$ cat src/itl_pkg.sv
package itl_pkg;

  // operation codes
  localparam logic OP_SCAN      = 1'b0;
  localparam logic OP_TRANSFORM = 1'b1;

  // register indexes
  localparam logic [2:0] REG_TINT_RED      = 3'd0;
  localparam logic [2:0] REG_TINT_GREEN    = 3'd1;
  localparam logic [2:0] REG_TINT_BLUE     = 3'd2;
  localparam logic [2:0] REG_MASK_OPACITY  = 3'd3;
  localparam logic [2:0] REG_ALPHA_PRESENT = 3'd4;

  // rec.709 weights, q16, summing to 65536
  localparam logic [15:0] LUMA_WR = 16'd13933;
  localparam logic [15:0] LUMA_WG = 16'd46871;
  localparam logic [15:0] LUMA_WB = 16'd4732;

  // full-scale luminance 255 * 65536, and half of it for rounding
  localparam logic [23:0] LUMA_FULL = 24'd16711680;
  localparam logic [31:0] LUMA_HALF = 32'd8355840;

  // rounding offset for alpha * opacity / 255
  localparam logic [15:0] ALPHA_HALF = 16'd127;

  // reciprocal of 255 in q16 (underestimates by at most one)
  localparam logic [8:0] RECIP_255 = 9'd257;
  localparam logic [8:0] DIV_255   = 9'd255;

  localparam int LANES = 4;

  typedef struct packed {
    logic       operation;
    logic       first;
    logic [7:0] red;
    logic [7:0] green;
    logic [7:0] blue;
    logic [7:0] alpha;
  } pixel_in_t;

  typedef struct packed {
    logic [7:0] out_red;
    logic [7:0] out_green;
    logic [7:0] out_blue;
    logic [7:0] out_alpha;
  } pixel_out_t;

  typedef struct packed {
    logic [7:0] tint_red;
    logic [7:0] tint_green;
    logic [7:0] tint_blue;
    logic [7:0] mask_opacity;
    logic       alpha_present;
  } cfg_t;

  typedef struct packed {
    logic       seen;
    logic [7:0] red;
    logic [7:0] green;
    logic [7:0] blue;
    logic [7:0] alpha;
  } front_t;

  typedef struct packed {
    logic [23:0] lum;
    logic [15:0] alpha_prod;
    logic [7:0]  alpha;
  } luma_t;

  // lanes 0..2 red, green, blue; lane 3 alpha product
  typedef struct packed {
    logic [LANES-1:0][15:0] dividend;
    logic [7:0]             alpha;
  } scaled_t;

  typedef struct packed {
    logic [LANES-1:0][8:0] q_est;
    logic [LANES-1:0][8:0] rem;
    logic [7:0]            alpha;
  } quot_t;

endpackage

$ cat src/itl_luma.sv
module itl_luma (
  input  logic                clk,
  input  logic                rst,
  input  itl_pkg::cfg_t       cfg,
  input  logic                up_valid,
  output logic                up_ready,
  input  itl_pkg::front_t     up_data,
  output logic                dn_valid,
  input  logic                dn_ready,
  output itl_pkg::luma_t      dn_data
);

  logic [23:0]    lum_sum;
  itl_pkg::luma_t stage_next;

  assign up_ready = !dn_valid || dn_ready;

  always_comb begin
    lum_sum = {8'd0, itl_pkg::LUMA_WR} * {16'd0, up_data.red}
            + {8'd0, itl_pkg::LUMA_WG} * {16'd0, up_data.green}
            + {8'd0, itl_pkg::LUMA_WB} * {16'd0, up_data.blue};
    // no visible color in the image: intensity counts as one
    stage_next.lum        = up_data.seen ? lum_sum : itl_pkg::LUMA_FULL;
    stage_next.alpha_prod = {8'd0, up_data.alpha} * {8'd0, cfg.mask_opacity}
                          + itl_pkg::ALPHA_HALF;
    stage_next.alpha      = up_data.alpha;
  end

  always_ff @(posedge clk) begin
    if (rst) begin
      dn_valid <= 1'b0;
    end else if (up_ready) begin
      dn_valid <= up_valid;
    end
  end

  always_ff @(posedge clk) begin
    if (up_ready && up_valid) begin
      dn_data <= stage_next;
    end
  end

endmodule

$ cat src/itl_scale.sv
module itl_scale (
  input  logic                clk,
  input  logic                rst,
  input  itl_pkg::cfg_t       cfg,
  input  logic                up_valid,
  output logic                up_ready,
  input  itl_pkg::luma_t      up_data,
  output logic                dn_valid,
  input  logic                dn_ready,
  output itl_pkg::scaled_t    dn_data
);

  logic [2:0][7:0]  mask;
  logic [2:0][31:0] prod;
  itl_pkg::scaled_t stage_next;

  assign up_ready = !dn_valid || dn_ready;
  assign mask = {cfg.tint_blue, cfg.tint_green, cfg.tint_red};

  always_comb begin
    for (int i = 0; i < 3; i++) begin
      // m * lum + d/2, then the power-of-two part of d comes off as a shift
      prod[i] = {24'd0, mask[i]} * {8'd0, up_data.lum} + itl_pkg::LUMA_HALF;
      stage_next.dividend[i] = prod[i][31:16];
    end
    stage_next.dividend[3] = up_data.alpha_prod;
    stage_next.alpha       = up_data.alpha;
  end

  always_ff @(posedge clk) begin
    if (rst) begin
      dn_valid <= 1'b0;
    end else if (up_ready) begin
      dn_valid <= up_valid;
    end
  end

  always_ff @(posedge clk) begin
    if (up_ready && up_valid) begin
      dn_data <= stage_next;
    end
  end

endmodule

$ cat src/itl_div255.sv
module itl_div255 (
  input  logic                 clk,
  input  logic                 rst,
  input  itl_pkg::cfg_t        cfg,
  input  logic                 up_valid,
  output logic                 up_ready,
  input  itl_pkg::scaled_t     up_data,
  output logic                 dn_valid,
  input  logic                 dn_ready,
  output itl_pkg::pixel_out_t  dn_data
);

  localparam int LANES = itl_pkg::LANES;

  logic                 est_valid;
  logic                 est_ready;
  itl_pkg::quot_t       est;
  itl_pkg::quot_t       est_next;
  logic [LANES-1:0][24:0] recip_prod;
  logic [LANES-1:0][16:0] back_prod;
  logic [LANES-1:0][16:0] rem_full;
  logic [LANES-1:0][7:0]  quot;
  itl_pkg::pixel_out_t  out_next;

  assign up_ready  = !est_valid || est_ready;
  assign est_ready = !dn_valid || dn_ready;

  // first step: reciprocal estimate and its remainder
  always_comb begin
    for (int i = 0; i < LANES; i++) begin
      recip_prod[i]     = {9'd0, up_data.dividend[i]} * {16'd0, itl_pkg::RECIP_255};
      est_next.q_est[i] = recip_prod[i][24:16];
      back_prod[i]      = {8'd0, est_next.q_est[i]} * {8'd0, itl_pkg::DIV_255};
      rem_full[i]       = {1'b0, up_data.dividend[i]} - back_prod[i];
      est_next.rem[i]   = rem_full[i][8:0];
    end
    est_next.alpha = up_data.alpha;
  end

  // second step: one correction, quotient stays within a byte
  always_comb begin
    for (int i = 0; i < LANES; i++) begin
      quot[i] = est.q_est[i][7:0] + {7'd0, (est.rem[i] >= itl_pkg::DIV_255)};
    end
    out_next.out_red   = quot[0];
    out_next.out_green = quot[1];
    out_next.out_blue  = quot[2];
    out_next.out_alpha = cfg.alpha_present ? quot[3] : est.alpha;
  end

  always_ff @(posedge clk) begin
    if (rst) begin
      est_valid <= 1'b0;
      dn_valid  <= 1'b0;
    end else begin
      if (up_ready) begin
        est_valid <= up_valid;
      end
      if (est_ready) begin
        dn_valid <= est_valid;
      end
    end
  end

  always_ff @(posedge clk) begin
    if (up_ready && up_valid) begin
      est <= est_next;
    end
    if (est_ready && est_valid) begin
      dn_data <= out_next;
    end
  end

endmodule

$ cat src/icon_luminance_tint.sv
// luminance-preserving tint of rgba pixels with a programmable mask color
//
// pixel channel (pix_valid / pix_ready / pix_data): one pixel per transfer.
//   operation scan only updates the visible-color flag (first clears it
//   beforehand) and produces no result. operation transform produces one
//   result on the res channel (res_valid / res_ready / res_data).
// config port (cfg_we / cfg_index / cfg_data): register writes take effect
//   at the clock edge; write only while the pipeline is empty.
// throughput: one pixel per clock when the result side does not stall,
//   set by a five-register pipeline in which every stage advances on its
//   own (front register, luminance multiply, mask multiply, reciprocal
//   divide by 255, correction/output register); a transform result
//   reaches res_data through these registers in that order.
// stall: when res_ready is low the result holds; pix_ready stays high while
//   any earlier stage still holds a bubble, and drops only once all full.
// reset (rst, synchronous): pipeline emptied, visible-color flag cleared,
//   mask channels and opacity 255, alpha_present 1.
module icon_luminance_tint (
  input  logic                 clk,
  input  logic                 rst,
  input  logic                 cfg_we,
  input  logic [2:0]           cfg_index,
  input  logic [7:0]           cfg_data,
  input  logic                 pix_valid,
  output logic                 pix_ready,
  input  itl_pkg::pixel_in_t   pix_data,
  output logic                 res_valid,
  input  logic                 res_ready,
  output itl_pkg::pixel_out_t  res_data
);

  // configuration registers
  itl_pkg::cfg_t    cfg;

  // visible-color flag of the current image
  logic             seen;
  logic             seen_next;

  // front stage
  logic             front_valid;
  logic             front_ready;
  itl_pkg::front_t  front;

  logic             pix_xfer;
  logic             is_scan;
  logic             visible;
  logic             has_color;

  logic             luma_valid;
  logic             luma_ready;
  itl_pkg::luma_t   luma;
  logic             scale_valid;
  logic             scale_ready;
  itl_pkg::scaled_t scaled;

  always_ff @(posedge clk) begin
    if (rst) begin
      cfg.tint_red      <= 8'd255;
      cfg.tint_green    <= 8'd255;
      cfg.tint_blue     <= 8'd255;
      cfg.mask_opacity  <= 8'd255;
      cfg.alpha_present <= 1'b1;
    end else if (cfg_we) begin
      unique case (cfg_index)
        itl_pkg::REG_TINT_RED:      cfg.tint_red      <= cfg_data;
        itl_pkg::REG_TINT_GREEN:    cfg.tint_green    <= cfg_data;
        itl_pkg::REG_TINT_BLUE:     cfg.tint_blue     <= cfg_data;
        itl_pkg::REG_MASK_OPACITY:  cfg.mask_opacity  <= cfg_data;
        itl_pkg::REG_ALPHA_PRESENT: cfg.alpha_present <= cfg_data[0];
        default: ;
      endcase
    end
  end

  // the front register takes a pixel whenever it is empty or moving on
  assign pix_ready = !front_valid || front_ready;
  assign pix_xfer  = pix_valid && pix_ready;
  assign is_scan   = (pix_data.operation == itl_pkg::OP_SCAN);

  // a pixel is visible if alpha is ignored or nonzero
  assign visible   = !cfg.alpha_present || (pix_data.alpha != 8'd0);
  assign has_color = (pix_data.red | pix_data.green | pix_data.blue) != 8'd0;

  always_comb begin
    seen_next = seen;
    if (pix_xfer && is_scan) begin
      seen_next = (seen && !pix_data.first) || (visible && has_color);
    end
  end

  always_ff @(posedge clk) begin
    if (rst) begin
      seen        <= 1'b0;
      front_valid <= 1'b0;
    end else begin
      seen <= seen_next;
      // scan pixels end here: only transforms enter the pipeline
      if (pix_ready) begin
        front_valid <= pix_valid && !is_scan;
      end
    end
  end

  // the flag is sampled at the transfer, in stream order
  always_ff @(posedge clk) begin
    if (pix_xfer && !is_scan) begin
      front.seen  <= seen;
      front.red   <= pix_data.red;
      front.green <= pix_data.green;
      front.blue  <= pix_data.blue;
      front.alpha <= pix_data.alpha;
    end
  end

  itl_luma u_luma (
    .clk      (clk),
    .rst      (rst),
    .cfg      (cfg),
    .up_valid (front_valid),
    .up_ready (front_ready),
    .up_data  (front),
    .dn_valid (luma_valid),
    .dn_ready (luma_ready),
    .dn_data  (luma)
  );

  itl_scale u_scale (
    .clk      (clk),
    .rst      (rst),
    .cfg      (cfg),
    .up_valid (luma_valid),
    .up_ready (luma_ready),
    .up_data  (luma),
    .dn_valid (scale_valid),
    .dn_ready (scale_ready),
    .dn_data  (scaled)
  );

  itl_div255 u_div255 (
    .clk      (clk),
    .rst      (rst),
    .cfg      (cfg),
    .up_valid (scale_valid),
    .up_ready (scale_ready),
    .up_data  (scaled),
    .dn_valid (res_valid),
    .dn_ready (res_ready),
    .dn_data  (res_data)
  );

`ifndef SYNTHESIS
  // a scan transfer never reaches the pipeline
  a_scan_dropped: assert property (@(posedge clk) disable iff (rst)
    (pix_xfer && is_scan) |=> !front_valid)
    else $error("scan pixel entered the pipeline");

  // a transform transfer lands in the front stage with the flag of its time
  a_transform_front: assert property (@(posedge clk) disable iff (rst)
    (pix_xfer && !is_scan) |=> (front_valid && (front.seen == $past(seen))))
    else $error("transform pixel lost or flag mismatch at front stage");

  // a first scan pixel without color leaves the flag cleared
  a_first_clears: assert property (@(posedge clk) disable iff (rst)
    (pix_xfer && is_scan && pix_data.first && !has_color) |=> !seen)
    else $error("visible-color flag not cleared by first pixel");

  // a front stage blocked by a full pipeline holds its pixel
  a_front_hold: assert property (@(posedge clk) disable iff (rst)
    (front_valid && !front_ready) |=> (front_valid && $stable(front)))
    else $error("front stage changed while stalled");
`endif

endmodule
$ cat config.mk
export PLATFORM = sky130hd
export DESIGN_NAME = icon_luminance_tint
export DESIGN_NICKNAME = d
export VERILOG_FILES = /design/src/itl_pkg.sv /design/src/itl_luma.sv /design/src/itl_scale.sv /design/src/itl_div255.sv /design/src/icon_luminance_tint.sv
export SDC_FILE = /design/constraint.sdc
export NUM_CORES = 2
export LEC_CHECK = 0
export BUFFER_PORTS_ARGS = -buffer_cell sky130_fd_sc_hd__buf_2
export CORE_AREA = 2 2 329 331
export CTS_CLUSTER_SIZE = 8
export DETAILED_ROUTE_END_ITERATION = 16
export DIE_AREA = 0 0 331 333
export PLACE_DENSITY = 0.56
export SLEW_MARGIN = 25
export SYNTH_ARGS = -nofsm -noshare
export SYNTH_HDL_FRONTEND = slang
export SYNTH_SLANG_ARGS = --single-unit
export TNS_END_PERCENT = 20
$ cat constraint.sdc
create_clock -name clk -period 16.2 [get_ports clk]
set_input_delay 0 -clock clk [delete_from_list [all_inputs] [get_ports clk]]
set_output_delay 0 -clock clk [all_outputs]
set_load 0.01 [all_outputs]
==> out/metrics.yaml <==
run_status:
  status: "complete, no violations"
synth:
  syn_avg_cell_area_um2: 10.1
  async_flop_share: 0
  synth_simple_gate_area_share: 0.132
  ys_warn_count: 0
  synth_xor_area_frac: 0.0437
  synth_nets: 5457
  synthAdderAreaFrac: 0.481
  synth_compound_area_frac: 0.0484
  synthMuxAreaShare: 0.00124
  synth_edf_count: 261
  synth.distinct_cells: 66
  syn_area_um2: 42300
  synth_ff_type: "edfxtp_1"
  synth_seq_cells: 300
  netlist_instances: 4177
  synth_top_family_by_area: "adder cells"
  ys_seq_area_frac: 0.204
sta:
  fin_crit_sh: 0.497
  worst_pin_slew_ns: 0.986
  hold_viol_final: 0
  finalClockSkew_ns: 0.0382
  fmax_mhz: 124
  setup_viol: 0
  drv_slew: 0
  layout_min_cycle_time_ns: 8.06
  slew_headroom: 0.342
  rsz0062_at_grt: "false"
  tns_ns: 0
  setup_ws_ns: 8.14
cts:
  cts_tree: "done"
  cts_made_buffers: 45
  ctsResizeCount: 0
  cts_sinks: 300
  cts-root-buf: "clkbuf_16"
  h-tree-depth: 2
  cts_buffer_depth: 3
  post_cts_buffers: 0
  clock_latency_ns: 0.60
  clk_pin_slew_ns: 0.06
place:
  preCtsSetupSlack_ns: 8.14
  gp_congestion: 0.860
  port_buffers: 83
  hpwlAfterDp_um: 73000
critical_path:
  cp.required_ns: 16.55
  crit_family: "adder cells"
  rr_worst_depth: 27
  worstSetupPathType: "register to register"
  critPathLaunchType: "register"
  crit_top_cell: "fa_1"
  critical_path.max_fanout: 6
  cpMaxStageDelayCell: "fa_1"
  cp_slowest_stage_delay_ns: 0.59
  worst_setup_path_end_kind: "register"
  rr_endpoint: "u_luma.dn_data[47]"
  rrSetupSlack_ns: 8.14
  crit_arrival_ns: 8.40
  path_depth: 27
  crit-reg2reg-launch: "front[13]"
  cp.buffers_inverters: 4
routing:
  viasPerCell: 4.78
  drc: 0
  drt-total-wl_um: 92900
  vias: 27400
  drtAntennaViolNets: 0
  detail_route.wl_per_cell_um: 16.2
  drt_iter0_drc: 1194
  dr.pass1.iters: 5
layout:
  drive_gt1_frac: 0.0497
  fin_util: 0.435
  syn_to_final_growth_pct: 9.62
  final_nets: 5577
worst_hold_path:
  hp-start: "pix_data[3]"
  whs_path_depth: 2
  hold_class: "primary input to register"
  whs_endpoint: "front[3]"
floorplan:
  die_h_um: 333
  row_count: 120
  io_pins: 84
  initial_core_util: 0.396
  fp.dieW_um: 331
  die-area_um2: 110000
  fp.coreArea_um2: 107000
global_routing:
  grt_pass1_vias: 29400
  grt_usage: 0.176
  grt_pass1_wl_um: 154000
  overflow: 0
  antenna_found_initial: 3
  grt_max_degree: 71
run:
  maxCapViolCount: 0
==> flip-flops by register name (all words and copies together) (netlist names) <==
signal,flops
cfg,33
front,33
front_valid,1
seen,1
u_div255.dn_data,32
u_div255.dn_valid,1
u_div255.est,76
u_div255.est_valid,1
u_luma.dn_data,48
u_luma.dn_valid,1
u_scale.dn_data,72
u_scale.dn_valid,1
==> cell usage after synthesis, types with 3 or more instances <==
cell | count | area, um2
mux2i_1 | 3 | 30.0
inv_1 | 894 | 3360
nand3b_1 | 25 | 188
a41oi_1 | 4 | 35.0
nand4_1 | 32 | 200
o21ai_0 | 48 | 240
xnor2_1 | 142 | 1240
clkbuf_1 | 119 | 447
and2_1 | 337 | 2110
nand2_1 | 427 | 1600
o211ai_1 | 9 | 67.6
o22ai_1 | 4 | 25.0
a21boi_0 | 7 | 52.6
o21bai_1 | 13 | 97.6
a211oi_1 | 9 | 67.6
or3_1 | 12 | 75.1
fa_1 | 658 | 13200
nand3_1 | 46 | 230
dfxtp_1 | 39 | 781
nor2_1 | 98 | 368
a31o_2 | 3 | 26.3
and3_1 | 22 | 138
nand2b_1 | 15 | 93.8
a21oi_1 | 103 | 515
a31oi_1 | 8 | 50.1
o311a_1 | 3 | 30.0
or2_2 | 9 | 56.3
nor2b_1 | 29 | 181
a211o_1 | 11 | 96.3
edfxtp_1 | 261 | 7840
nor4_1 | 9 | 56.3
nor3_1 | 30 | 150
o21a_1 | 36 | 270
and4_1 | 6 | 52.6
xor2_1 | 69 | 604
o31a_1 | 4 | 35.0
a21o_1 | 27 | 203
ha_1 | 572 | 7160
==> what timing repair did <==
action                                 4_1_cts  5_1_grt
hold buffers                                55        0
setup endpoints to repair                    0        0
endpoints found under the hold margin       79        0
==> cells in the final DEF (no fill, tap or decap), types with 37 or more instances in the layout <==
| cell type | n |
|---|---|
| inv_1 | 894 |
| fa_1 | 658 |
| ha_1 | 572 |
| nand2_1 | 427 |
| and2_1 | 337 |
| edfxtp_1 | 261 |
| xnor2_1 | 142 |
| a21oi_1 | 103 |
| nor2_1 | 98 |
| buf_2 | 83 |
| xor2_1 | 69 |
| dlygate4sd3_1 | 55 |
| buf_4 | 51 |
| o21ai_0 | 48 |
| nand3_1 | 46 |
| clkbuf_16 | 45 |
| dfxtp_1 | 37 |
==> worst register-to-register path, delay by kind of cell, from the launching register on <==
| kind | cells | cell delay (ns) |
|---|---|---|
| flops | 1 | 0.43 |
| compound gates | 8 | 1.71 |
| xor+xnor | 1 | 0.14 |
| simple gates | 4 | 0.77 |
| fa+ha+maj | 10 | 4.45 |
| buf+inv | 4 | 0.31 |
==> worst max-delay path by stage <==
stage	startpoint	endpoint
6_report	front[13]	u_luma.dn_data[47]
5_1_grt	front[13]	u_luma.dn_data[46]
4_1_cts	front[13]	u_luma.dn_data[47]
2_1_floorplan	front[13]	u_luma.dn_data[47]
3_3_place_gp	front[13]	u_luma.dn_data[47]
3_5_place_dp	front[13]	u_luma.dn_data[47]
==> layer usage <==
metal | vias up | GRT usage | routed length [um]
met5 | - | 0 | 0
met1 | 13500 | 0.235 | 42200
met3 | 112 | 0.0236 | 3710
met2 | 418 | 0.301 | 44800
li1 | 13300 | - | -
met4 | 0 | 0.0420 | 2160
==> per-stage QoR <==
step	cells	area (um2)	hold WS (ns)
after detailed placement	5597	44400	0.196
final	5731	46300	0.132
after floorplan	4177	42300	0.0989
after global routing	5729	46300	0.117
after CTS	5728	46300	0.0823
after global placement	5595	44400	0.192
==> cells by family after synthesis <==
logic type,Yosys count
mux,5
buf+inv,1013
simple gates,1104
compound gates,314
xor+xnor,211
flops,300
fa+ha+maj,1230
==> final cells by class <==
class / count / area (um2)
tap: 1403 / 1760
timing repair buffer: 192 / 1400
clock inverter: 8 / 92.6
clock buffer: 68 / 1220
inverter: 894 / 3360
sequential: 300 / 8620
multi-input combinational: 2864 / 29900
antenna: 2 / 5.00
fill: 10300 / 60300
Power is not shown: default switching activity piles up to over one toggle a cycle in this logic, so the estimate is an artifact.
